`src/varint_field_decoder_assert.svh`:
```
// assertion macros for the varint field decoder
// used by the rtl file that checks its own logic; expects clk_i and rst_ni in scope
`ifndef VARINT_FIELD_DECODER_ASSERT_SVH
`define VARINT_FIELD_DECODER_ASSERT_SVH

// same-cycle implication, disabled during reset
`define VFD_ASSERT_IMP(lbl, ante, cons, msg) \
  lbl: assert property (@(posedge clk_i) disable iff (!rst_ni) (ante) |-> (cons)) \
    else $error(msg);

// next-cycle implication, disabled during reset
`define VFD_ASSERT_NXT(lbl, ante, cons, msg) \
  lbl: assert property (@(posedge clk_i) disable iff (!rst_ni) (ante) |=> (cons)) \
    else $error(msg);

`endif

```
`src/vfd_pkg.sv`:
```
// types, constants and helpers of the varint field decoder
// no dependencies; imported by every module of the block
`timescale 1ns / 1ps

package vfd_pkg;

  localparam int unsigned ContBit    = 7;
  localparam int unsigned VarintBits = 7;
  localparam logic [6:0]  VarintMask = 7'h7F;

  // width codes
  localparam logic [1:0] WidthB1 = 2'd0;
  localparam logic [1:0] WidthB2 = 2'd1;
  localparam logic [1:0] WidthB4 = 2'd2;
  localparam logic [1:0] WidthB8 = 2'd3;

  // one input item
  typedef struct packed {
    logic [7:0] data_byte;
    logic [1:0] width_code;
    logic       fixed_mode;
  } vfd_in_t;

  // one result item
  typedef struct packed {
    logic [63:0] value;
    logic [3:0]  bytes_used;
  } vfd_out_t;

  // classified byte handed from front to back
  typedef struct packed {
    logic [7:0] data_byte;
    logic [3:0] byte_idx;
    logic [1:0] width_code;
    logic       fixed_mode;
    logic       last;
  } vfd_op_t;

  // number of destination bytes for a width code
  function automatic logic [3:0] width_bytes(input logic [1:0] code);
    logic [3:0] n;
    case (code)
      WidthB1: n = 4'd1;
      WidthB2: n = 4'd2;
      WidthB4: n = 4'd4;
      WidthB8: n = 4'd8;
      default: n = 4'd8;
    endcase
    return n;
  endfunction

  // value mask for a width code
  function automatic logic [63:0] width_mask(input logic [1:0] code);
    logic [63:0] m;
    case (code)
      WidthB1: m = 64'h0000_0000_0000_00FF;
      WidthB2: m = 64'h0000_0000_0000_FFFF;
      WidthB4: m = 64'h0000_0000_FFFF_FFFF;
      WidthB8: m = 64'hFFFF_FFFF_FFFF_FFFF;
      default: m = 64'hFFFF_FFFF_FFFF_FFFF;
    endcase
    return m;
  endfunction

endpackage

```
`src/vfd_front.sv`:
```
// front end: accepts stream bytes, tracks field boundaries, classifies each byte
// depends on vfd_pkg
`timescale 1ns / 1ps

module vfd_front (
  input  logic           clk_i,
  input  logic           rst_ni,
  input  logic           in_valid_i,
  output logic           in_stall_o,
  input  vfd_pkg::vfd_in_t in_item_i,
  input  logic           q_full_i,
  output logic           q_push_o,
  output vfd_pkg::vfd_op_t q_entry_o
);
  import vfd_pkg::*;

  logic       in_field_q, in_field_d;
  logic [3:0] idx_q, idx_d;
  logic [1:0] width_q, width_d;
  logic       fixed_q, fixed_d;

  logic       accept;
  logic [1:0] cur_width;
  logic       cur_fixed;
  logic [3:0] nbytes;
  logic [3:0] idx_next;
  logic       last;

  assign in_stall_o = q_full_i;
  assign accept     = in_valid_i && !q_full_i;
  assign q_push_o   = accept;

  // width and mode come from the item on the first byte of a field
  assign cur_width = in_field_q ? width_q : in_item_i.width_code;
  assign cur_fixed = in_field_q ? fixed_q : in_item_i.fixed_mode;
  assign nbytes    = width_bytes(cur_width);
  assign idx_next  = idx_q + 4'd1;

  // field end: full width in fixed mode, clear top bit or width+1 bytes in varint mode
  always_comb begin
    if (cur_fixed) begin
      last = (idx_next >= nbytes);
    end else begin
      last = !in_item_i.data_byte[ContBit] || (idx_q >= nbytes);
    end
  end

  assign q_entry_o = '{data_byte:  in_item_i.data_byte,
                       byte_idx:   idx_q,
                       width_code: cur_width,
                       fixed_mode: cur_fixed,
                       last:       last};

  // field tracking state
  always_comb begin
    in_field_d = in_field_q;
    idx_d      = idx_q;
    width_d    = width_q;
    fixed_d    = fixed_q;
    if (accept) begin
      width_d = cur_width;
      fixed_d = cur_fixed;
      if (last) begin
        in_field_d = 1'b0;
        idx_d      = 4'd0;
      end else begin
        in_field_d = 1'b1;
        idx_d      = idx_next;
      end
    end
  end

  always_ff @(posedge clk_i or negedge rst_ni) begin
    if (!rst_ni) begin
      in_field_q <= 1'b0;
      idx_q      <= 4'd0;
      width_q    <= WidthB1;
      fixed_q    <= 1'b0;
    end else begin
      in_field_q <= in_field_d;
      idx_q      <= idx_d;
      width_q    <= width_d;
      fixed_q    <= fixed_d;
    end
  end

endmodule

```
`src/vfd_fifo.sv`:
```
// short queue of classified bytes between front and back
// depends on vfd_pkg
`timescale 1ns / 1ps

module vfd_fifo #(
  parameter int unsigned Depth = 2
) (
  input  logic           clk_i,
  input  logic           rst_ni,
  input  logic           push_i,
  input  vfd_pkg::vfd_op_t entry_i,
  output logic           full_o,
  output logic           valid_o,
  input  logic           pop_i,
  output vfd_pkg::vfd_op_t entry_o
);
  import vfd_pkg::*;

  localparam int unsigned PtrW = (Depth > 1) ? $clog2(Depth) : 1;
  localparam int unsigned CntW = $clog2(Depth + 1);
  localparam logic [PtrW-1:0] LastPtr = PtrW'(Depth - 1);
  localparam logic [CntW-1:0] FullCnt = CntW'(Depth);

  vfd_op_t mem_q [Depth];

  logic [PtrW-1:0] wptr_q, wptr_d;
  logic [PtrW-1:0] rptr_q, rptr_d;
  logic [CntW-1:0] cnt_q, cnt_d;

  assign full_o  = (cnt_q == FullCnt);
  assign valid_o = (cnt_q != '0);
  assign entry_o = mem_q[rptr_q];

  // pointer and fill count update
  always_comb begin
    wptr_d = wptr_q;
    rptr_d = rptr_q;
    cnt_d  = cnt_q;
    if (push_i) begin
      wptr_d = (wptr_q == LastPtr) ? '0 : wptr_q + PtrW'(1);
    end
    if (pop_i) begin
      rptr_d = (rptr_q == LastPtr) ? '0 : rptr_q + PtrW'(1);
    end
    if (push_i && !pop_i) begin
      cnt_d = cnt_q + CntW'(1);
    end else if (pop_i && !push_i) begin
      cnt_d = cnt_q - CntW'(1);
    end
  end

  always_ff @(posedge clk_i or negedge rst_ni) begin
    if (!rst_ni) begin
      wptr_q <= '0;
      rptr_q <= '0;
      cnt_q  <= '0;
    end else begin
      wptr_q <= wptr_d;
      rptr_q <= rptr_d;
      cnt_q  <= cnt_d;
    end
  end

  // entry storage
  always_ff @(posedge clk_i) begin
    if (push_i) begin
      mem_q[wptr_q] <= entry_i;
    end
  end

endmodule

```
`src/vfd_back.sv`:
```
// back end: shifts each byte into the accumulator and registers finished fields
// depends on vfd_pkg and the assertion macro header
`timescale 1ns / 1ps

module vfd_back (
  input  logic            clk_i,
  input  logic            rst_ni,
  input  logic            q_valid_i,
  input  vfd_pkg::vfd_op_t  q_entry_i,
  output logic            q_pop_o,
  output logic            out_valid_o,
  input  logic            out_stall_i,
  output vfd_pkg::vfd_out_t out_item_o
);
  import vfd_pkg::*;
  `include "varint_field_decoder_assert.svh"

  logic [63:0] acc_q, acc_d;
  logic        out_valid_q, out_valid_d;
  vfd_out_t    out_q;

  logic [63:0] fixed_part;
  logic [63:0] varint_part;
  logic [63:0] acc_new;
  logic [6:0]  shift7;
  logic        pop_last;

  // a closing byte waits for the output register, other bytes go straight in
  assign q_pop_o  = q_valid_i && (!q_entry_i.last || !out_valid_q || !out_stall_i);
  assign pop_last = q_pop_o && q_entry_i.last;

  // bit position 7 * index for varint payload bits
  assign shift7 = ({3'b000, q_entry_i.byte_idx} << 3) - {3'b000, q_entry_i.byte_idx};

  // byte placement for both modes
  always_comb begin
    fixed_part  = '0;
    varint_part = {57'd0, q_entry_i.data_byte[VarintBits-1:0] & VarintMask} << shift7;
    if (!q_entry_i.byte_idx[3]) begin
      fixed_part = {56'd0, q_entry_i.data_byte} << {q_entry_i.byte_idx[2:0], 3'b000};
    end
    acc_new = acc_q | (q_entry_i.fixed_mode ? fixed_part : varint_part);
  end

  // accumulator and output valid
  always_comb begin
    acc_d       = acc_q;
    out_valid_d = out_valid_q;
    if (out_valid_q && !out_stall_i) begin
      out_valid_d = 1'b0;
    end
    if (q_pop_o) begin
      acc_d = q_entry_i.last ? '0 : acc_new;
    end
    if (pop_last) begin
      out_valid_d = 1'b1;
    end
  end

  always_ff @(posedge clk_i or negedge rst_ni) begin
    if (!rst_ni) begin
      acc_q       <= '0;
      out_valid_q <= 1'b0;
    end else begin
      acc_q       <= acc_d;
      out_valid_q <= out_valid_d;
    end
  end

  // result payload
  always_ff @(posedge clk_i) begin
    if (pop_last) begin
      out_q.value      <= acc_new & width_mask(q_entry_i.width_code);
      out_q.bytes_used <= q_entry_i.byte_idx + 4'd1;
    end
  end

  assign out_valid_o = out_valid_q;
  assign out_item_o  = out_q;

  // checks
  `VFD_ASSERT_IMP(no_overwrite_a, out_valid_q && out_stall_i, !pop_last,
                  "field result overwrote a stalled result")
  `VFD_ASSERT_NXT(acc_clear_a, pop_last, acc_q == '0,
                  "accumulator not cleared after field end")
  `VFD_ASSERT_IMP(count_range_a, out_valid_q,
                  (out_q.bytes_used >= 4'd1) && (out_q.bytes_used <= 4'd9),
                  "bytes used out of range")

endmodule

```
`src/varint_field_decoder.sv`:
```
// result: registered; a field's last byte passes the queue, then the output register
//   in the back end, and an output stall can hold a closing byte in the queue
// throughput: one byte per cycle while in_stall_o is low (it is high while the queue is
//   full), one result per field; the back end shift-ors bytes into a 64-bit accumulator
// reset: asynchronous active low, clears field tracking, queue and output valid
// depends on vfd_pkg, vfd_front, vfd_fifo, vfd_back
`timescale 1ns / 1ps

module varint_field_decoder #(
  parameter int unsigned FifoDepth = 2
) (
  input  logic            clk_i,
  input  logic            rst_ni,
  input  logic            in_valid_i,
  output logic            in_stall_o,
  input  vfd_pkg::vfd_in_t  in_item_i,
  output logic            out_valid_o,
  input  logic            out_stall_i,
  output vfd_pkg::vfd_out_t out_item_o
);
  import vfd_pkg::*;

  logic    q_push;
  logic    q_full;
  logic    q_valid;
  logic    q_pop;
  vfd_op_t q_wr_entry;
  vfd_op_t q_rd_entry;

  // byte classification
  vfd_front u_front (
    .clk_i      (clk_i),
    .rst_ni     (rst_ni),
    .in_valid_i (in_valid_i),
    .in_stall_o (in_stall_o),
    .in_item_i  (in_item_i),
    .q_full_i   (q_full),
    .q_push_o   (q_push),
    .q_entry_o  (q_wr_entry)
  );

  // decoupling queue
  vfd_fifo #(
    .Depth (FifoDepth)
  ) u_fifo (
    .clk_i   (clk_i),
    .rst_ni  (rst_ni),
    .push_i  (q_push),
    .entry_i (q_wr_entry),
    .full_o  (q_full),
    .valid_o (q_valid),
    .pop_i   (q_pop),
    .entry_o (q_rd_entry)
  );

  // accumulation and result register
  vfd_back u_back (
    .clk_i       (clk_i),
    .rst_ni      (rst_ni),
    .q_valid_i   (q_valid),
    .q_entry_i   (q_rd_entry),
    .q_pop_o     (q_pop),
    .out_valid_o (out_valid_o),
    .out_stall_i (out_stall_i),
    .out_item_o  (out_item_o)
  );

endmodule
```
`config.mk`:
```
export PLATFORM = sky130hd
export DESIGN_NAME = varint_field_decoder
export DESIGN_NICKNAME = d
export VERILOG_FILES = /design/src/vfd_pkg.sv /design/src/vfd_front.sv /design/src/vfd_fifo.sv /design/src/vfd_back.sv /design/src/varint_field_decoder.sv
export VERILOG_INCLUDE_DIRS = /design/src /design/src/src
export SDC_FILE = /design/constraint.sdc
export NUM_CORES = 1
export LEC_CHECK = 0
export BUFFER_PORTS_ARGS = -buffer_cell sky130_fd_sc_hd__buf_4
export CORE_UTILIZATION = 60
export DETAILED_ROUTE_END_ITERATION = 12
export GPL_TIMING_DRIVEN = 0
export PLACE_DENSITY = 0.81
export SKIP_LAST_GASP = 1
export SYNTH_ARGS = -nofsm -noshare
export SYNTH_HDL_FRONTEND = slang
export SYNTH_SLANG_ARGS = --single-unit
```
`constraint.sdc`:
```
create_clock -name clk_i -period 4.1 [get_ports clk_i]
set_clock_uncertainty 0.1 [all_clocks]
set_input_delay 0.615 -clock clk_i [delete_from_list [all_inputs] [get_ports clk_i]]
set_output_delay 0.615 -clock clk_i [all_outputs]
set_load 0.02 [all_outputs]
```
==> results.md <==
- N_diodes: 0
- Sequential area share after synthesis: 55.04%
- Critical path capture point type: register
- Avg Cell Area, Syn: 11.14 µm²
- CP Depth: 14
- Vias in the first global route: 7275
- Synthesized instance count: 804
- Antenna-violating nets left: 0
- Cell family with most CP delay: simple AND/OR/NAND/NOR gates
- Overall die width: 124.2 µm
- Maxcap violations: 0
- Worst-path maximum fanout: 11
- DR WL/cell: 25.83 µm
- Distinct cell type count after synthesis: 66
- Post-synth top flop: edfxtp_1
- Min Tclk post-route: 3.977 ns
- Number of enable flip-flop cells after synthesis: 100
- Post-synth ARST share: 43.50%
- Die height: 124.2 µm
- Clock Tree Buf Depth: 2
- Final period util: 97.01%
- Via density: 7.077
- Crit-path cells: buf_6 > mux2i_4 > buf_8 > clkinv_4 > ha_1 > buf_6 > or4b_4 > a22o_1 > o22a_4 > or3_1 > buf_2 > or2_0 > buf_6 > o221ai_2
- Global-route total usage across every layer: 38.31%
- Worst-margin pin slew: 1.382 ns
- #FFs+latches synth: 177
- Worst-Skew Late Latency: 0.44 ns
- CTS buffer count: 17
- GP Congestion: 0.9675
- Final setup viols: 0
- Core Util, Final: 72.38%
- Largest net degree at the start of global routing: 78
- Yosys Warn Count: 0
- R2r worst-path depth: 14
- Reg-to-Reg Start: u_fifo.rptr_q
- CP bufs+invs: 6
- Num ports: 85
- Hold buffer count at cts: 0
- CP max stage delay: 0.53 ns
- Die area: 15420 µm²
- Final net count: 940
- Crit path from: u_fifo.rptr_q
- Clock transition at path regs: 0.07 ns
- Layout cells sized above 1: 19.89%
- Worst min-delay path category: in -> async
- Syn-to-layout area delta: 17.45%
- DRT Wirelength: 28.64 mm
- Initial Utilization: 61.63%
- F_max: 251.4 MHz
- Syn Nets: 832
- Depth of the CTS H-tree: 4
- Final hold slack: 0.2653 ns
- Row count: 44
- Headroom to the max-slew limit: 7.037%
- Pins over their slew limit: 0
- DRC: 0
- Fin. Hold Viols: 0
- DR pass1 iterations: 8
- I/O Buffers: 84
- Initial antenna violation count: 1
- Worst path slowest cell: or4b_4
- Hpwl dp: 20.28 mm
- CTS tree: built
- Status: finished, final reports clean
- Worst endpoint required time: 4.35 ns
- CTS sink cnt: 177
- Post-Syn Area: 8957 µm²
- Crit path kind: reg -> reg
- RSZ-0062 raised after global routing: false
- Critical Path Start Type: register
- First DRT Iteration DRCs: 1217
- Most used cell along the critical path: buf_6
- Gr ovfl total: 0
- CORE AREA: 14530 µm²
- CP arrival: 4.23 ns
- Vias: 7848
- CTS Root Cell: clkbuf_16
- First-pass GRT wire length: 42.44 mm
-- worst reg2reg max path, stage by stage, from the launching register on --
cell and delay [ns]:
dfrtp_2 0.41, buf_6 0.18, mux2i_4 0.27, buf_8 0.19, clkinv_4 0.12, ha_1 0.21
buf_6 0.14, or4b_4 0.53, a22o_1 0.28, o22a_4 0.29, or3_1 0.37, buf_2 0.21
or2_0 0.26, buf_6 0.17, o221ai_2 0.15
-- registers in the layout, indices dropped and copies added, names as in the netlist, 2 cells and up --
name	cells
u_back.out_item_o	68
u_back.acc_q	64
u_fifo.mem_q	32
u_front.idx_q	4
u_fifo.cnt_q	2
u_front.width_q	2
-- placed cells by master, fill, tap and decap left out, drive strengths merged, types with 9 or more instances in the layout --
cell,instances
a221oi,22
dfrtp,77
clkbuf,48
o221ai,9
inv,21
o22ai,21
mux2i,26
o21ai,78
edfxtp,100
nor2,63
a21oi,53
nor4,9
nand3,26
nor3,16
a22oi,39
ha,13
a221o,13
nand2,52
buf,105
and2,11
mux2,16
-- synth_stat cells (all sizes together), types with 17 or more instances --
| cell | number | area [µm²] |
|---|---|---|
| a22oi | 39 | 292.8 |
| a21oi | 53 | 265.3 |
| edfxtp | 100 | 3003 |
| inv | 17 | 63.81 |
| clkbuf | 29 | 108.9 |
| o22ai | 21 | 131.4 |
| nor2 | 63 | 236.5 |
| dfrtp | 77 | 1927 |
| o21ai | 78 | 390.4 |
| mux2i | 26 | 272.8 |
| nand3 | 26 | 130.1 |
| nand2 | 52 | 195.2 |
| a221oi | 22 | 192.7 |
-- layer usage --
layer	track usage (%)	wire [µm]	vias to the layer above
li1	-	-	3330
met1	51.05	10680	3770
met2	57.91	13130	630
met3	10.58	3405	116
met4	18.30	1411	2
met5	0	9	-
-- final cells by class --
type,count,area [µm²]
tap,184,230.2
clock inverter,13,101.3
multi-input combinational,563,3822
sequential,177,4931
timing repair buffer,89,693.2
clock buffer,19,442.9
buffer,45,222.7
fill,1023,4014
inverter,19,76.32
-- what timing repair did --
item	CTS	global route
pin swaps	0	1
gates resized for setup	15	4
setup endpoints to repair	121	60
cloned	0	0
setup buffers	0	3
-- path summary, 6_finish.rpt --
kind / slack [ns] / to
max: 0.12 / u_back.acc_q[22]
min: 0.27 / u_back.acc_q[41]
max reg2reg: 0.12 / u_back.acc_q[22]
min reg2reg: 0.40 / u_back.acc_q[18]
max in group asynchronous: 2.89 / u_fifo.rptr_q
min in group clk_i: 0.27 / u_fifo.mem_q[1][11]
-- stage by stage --
| stage | cells | worst slack (ns) | setup TNS [ns] | instance area, µm² |
|---|---|---|---|---|
| finish | 1109 | 0.1226 | 0 | 10520 |
| global route | 1109 | 0.02137 | 0 | 10520 |
| CTS | 1105 | 0.08809 | 0 | 10460 |
| detailed placement | 1073 | -0.7404 | -37.14 | 9844 |
| global placement | 1072 | -0.6479 | -28.68 | 9818 |
| floorplan | 804 | 0.3652 | 0 | 8957 |
-- cells by family after synthesis --
logic type                 count (synthesis)  synth area share [%]
adders and majority gates                 13                 1.816
and+or+nand+nor                          209                 11.57
AOI/OAI and AO/OA                        282                 20.92
buffers and inverters                     64                 3.171
xor gates and xnor gates                  12                 1.173
DFF                                      177                 55.04
muxes                                     47                 6.314
Power is left out: the tool's default activity adds up to more than one toggle a clock period on the data nets, which glitch-free logic cannot reach.
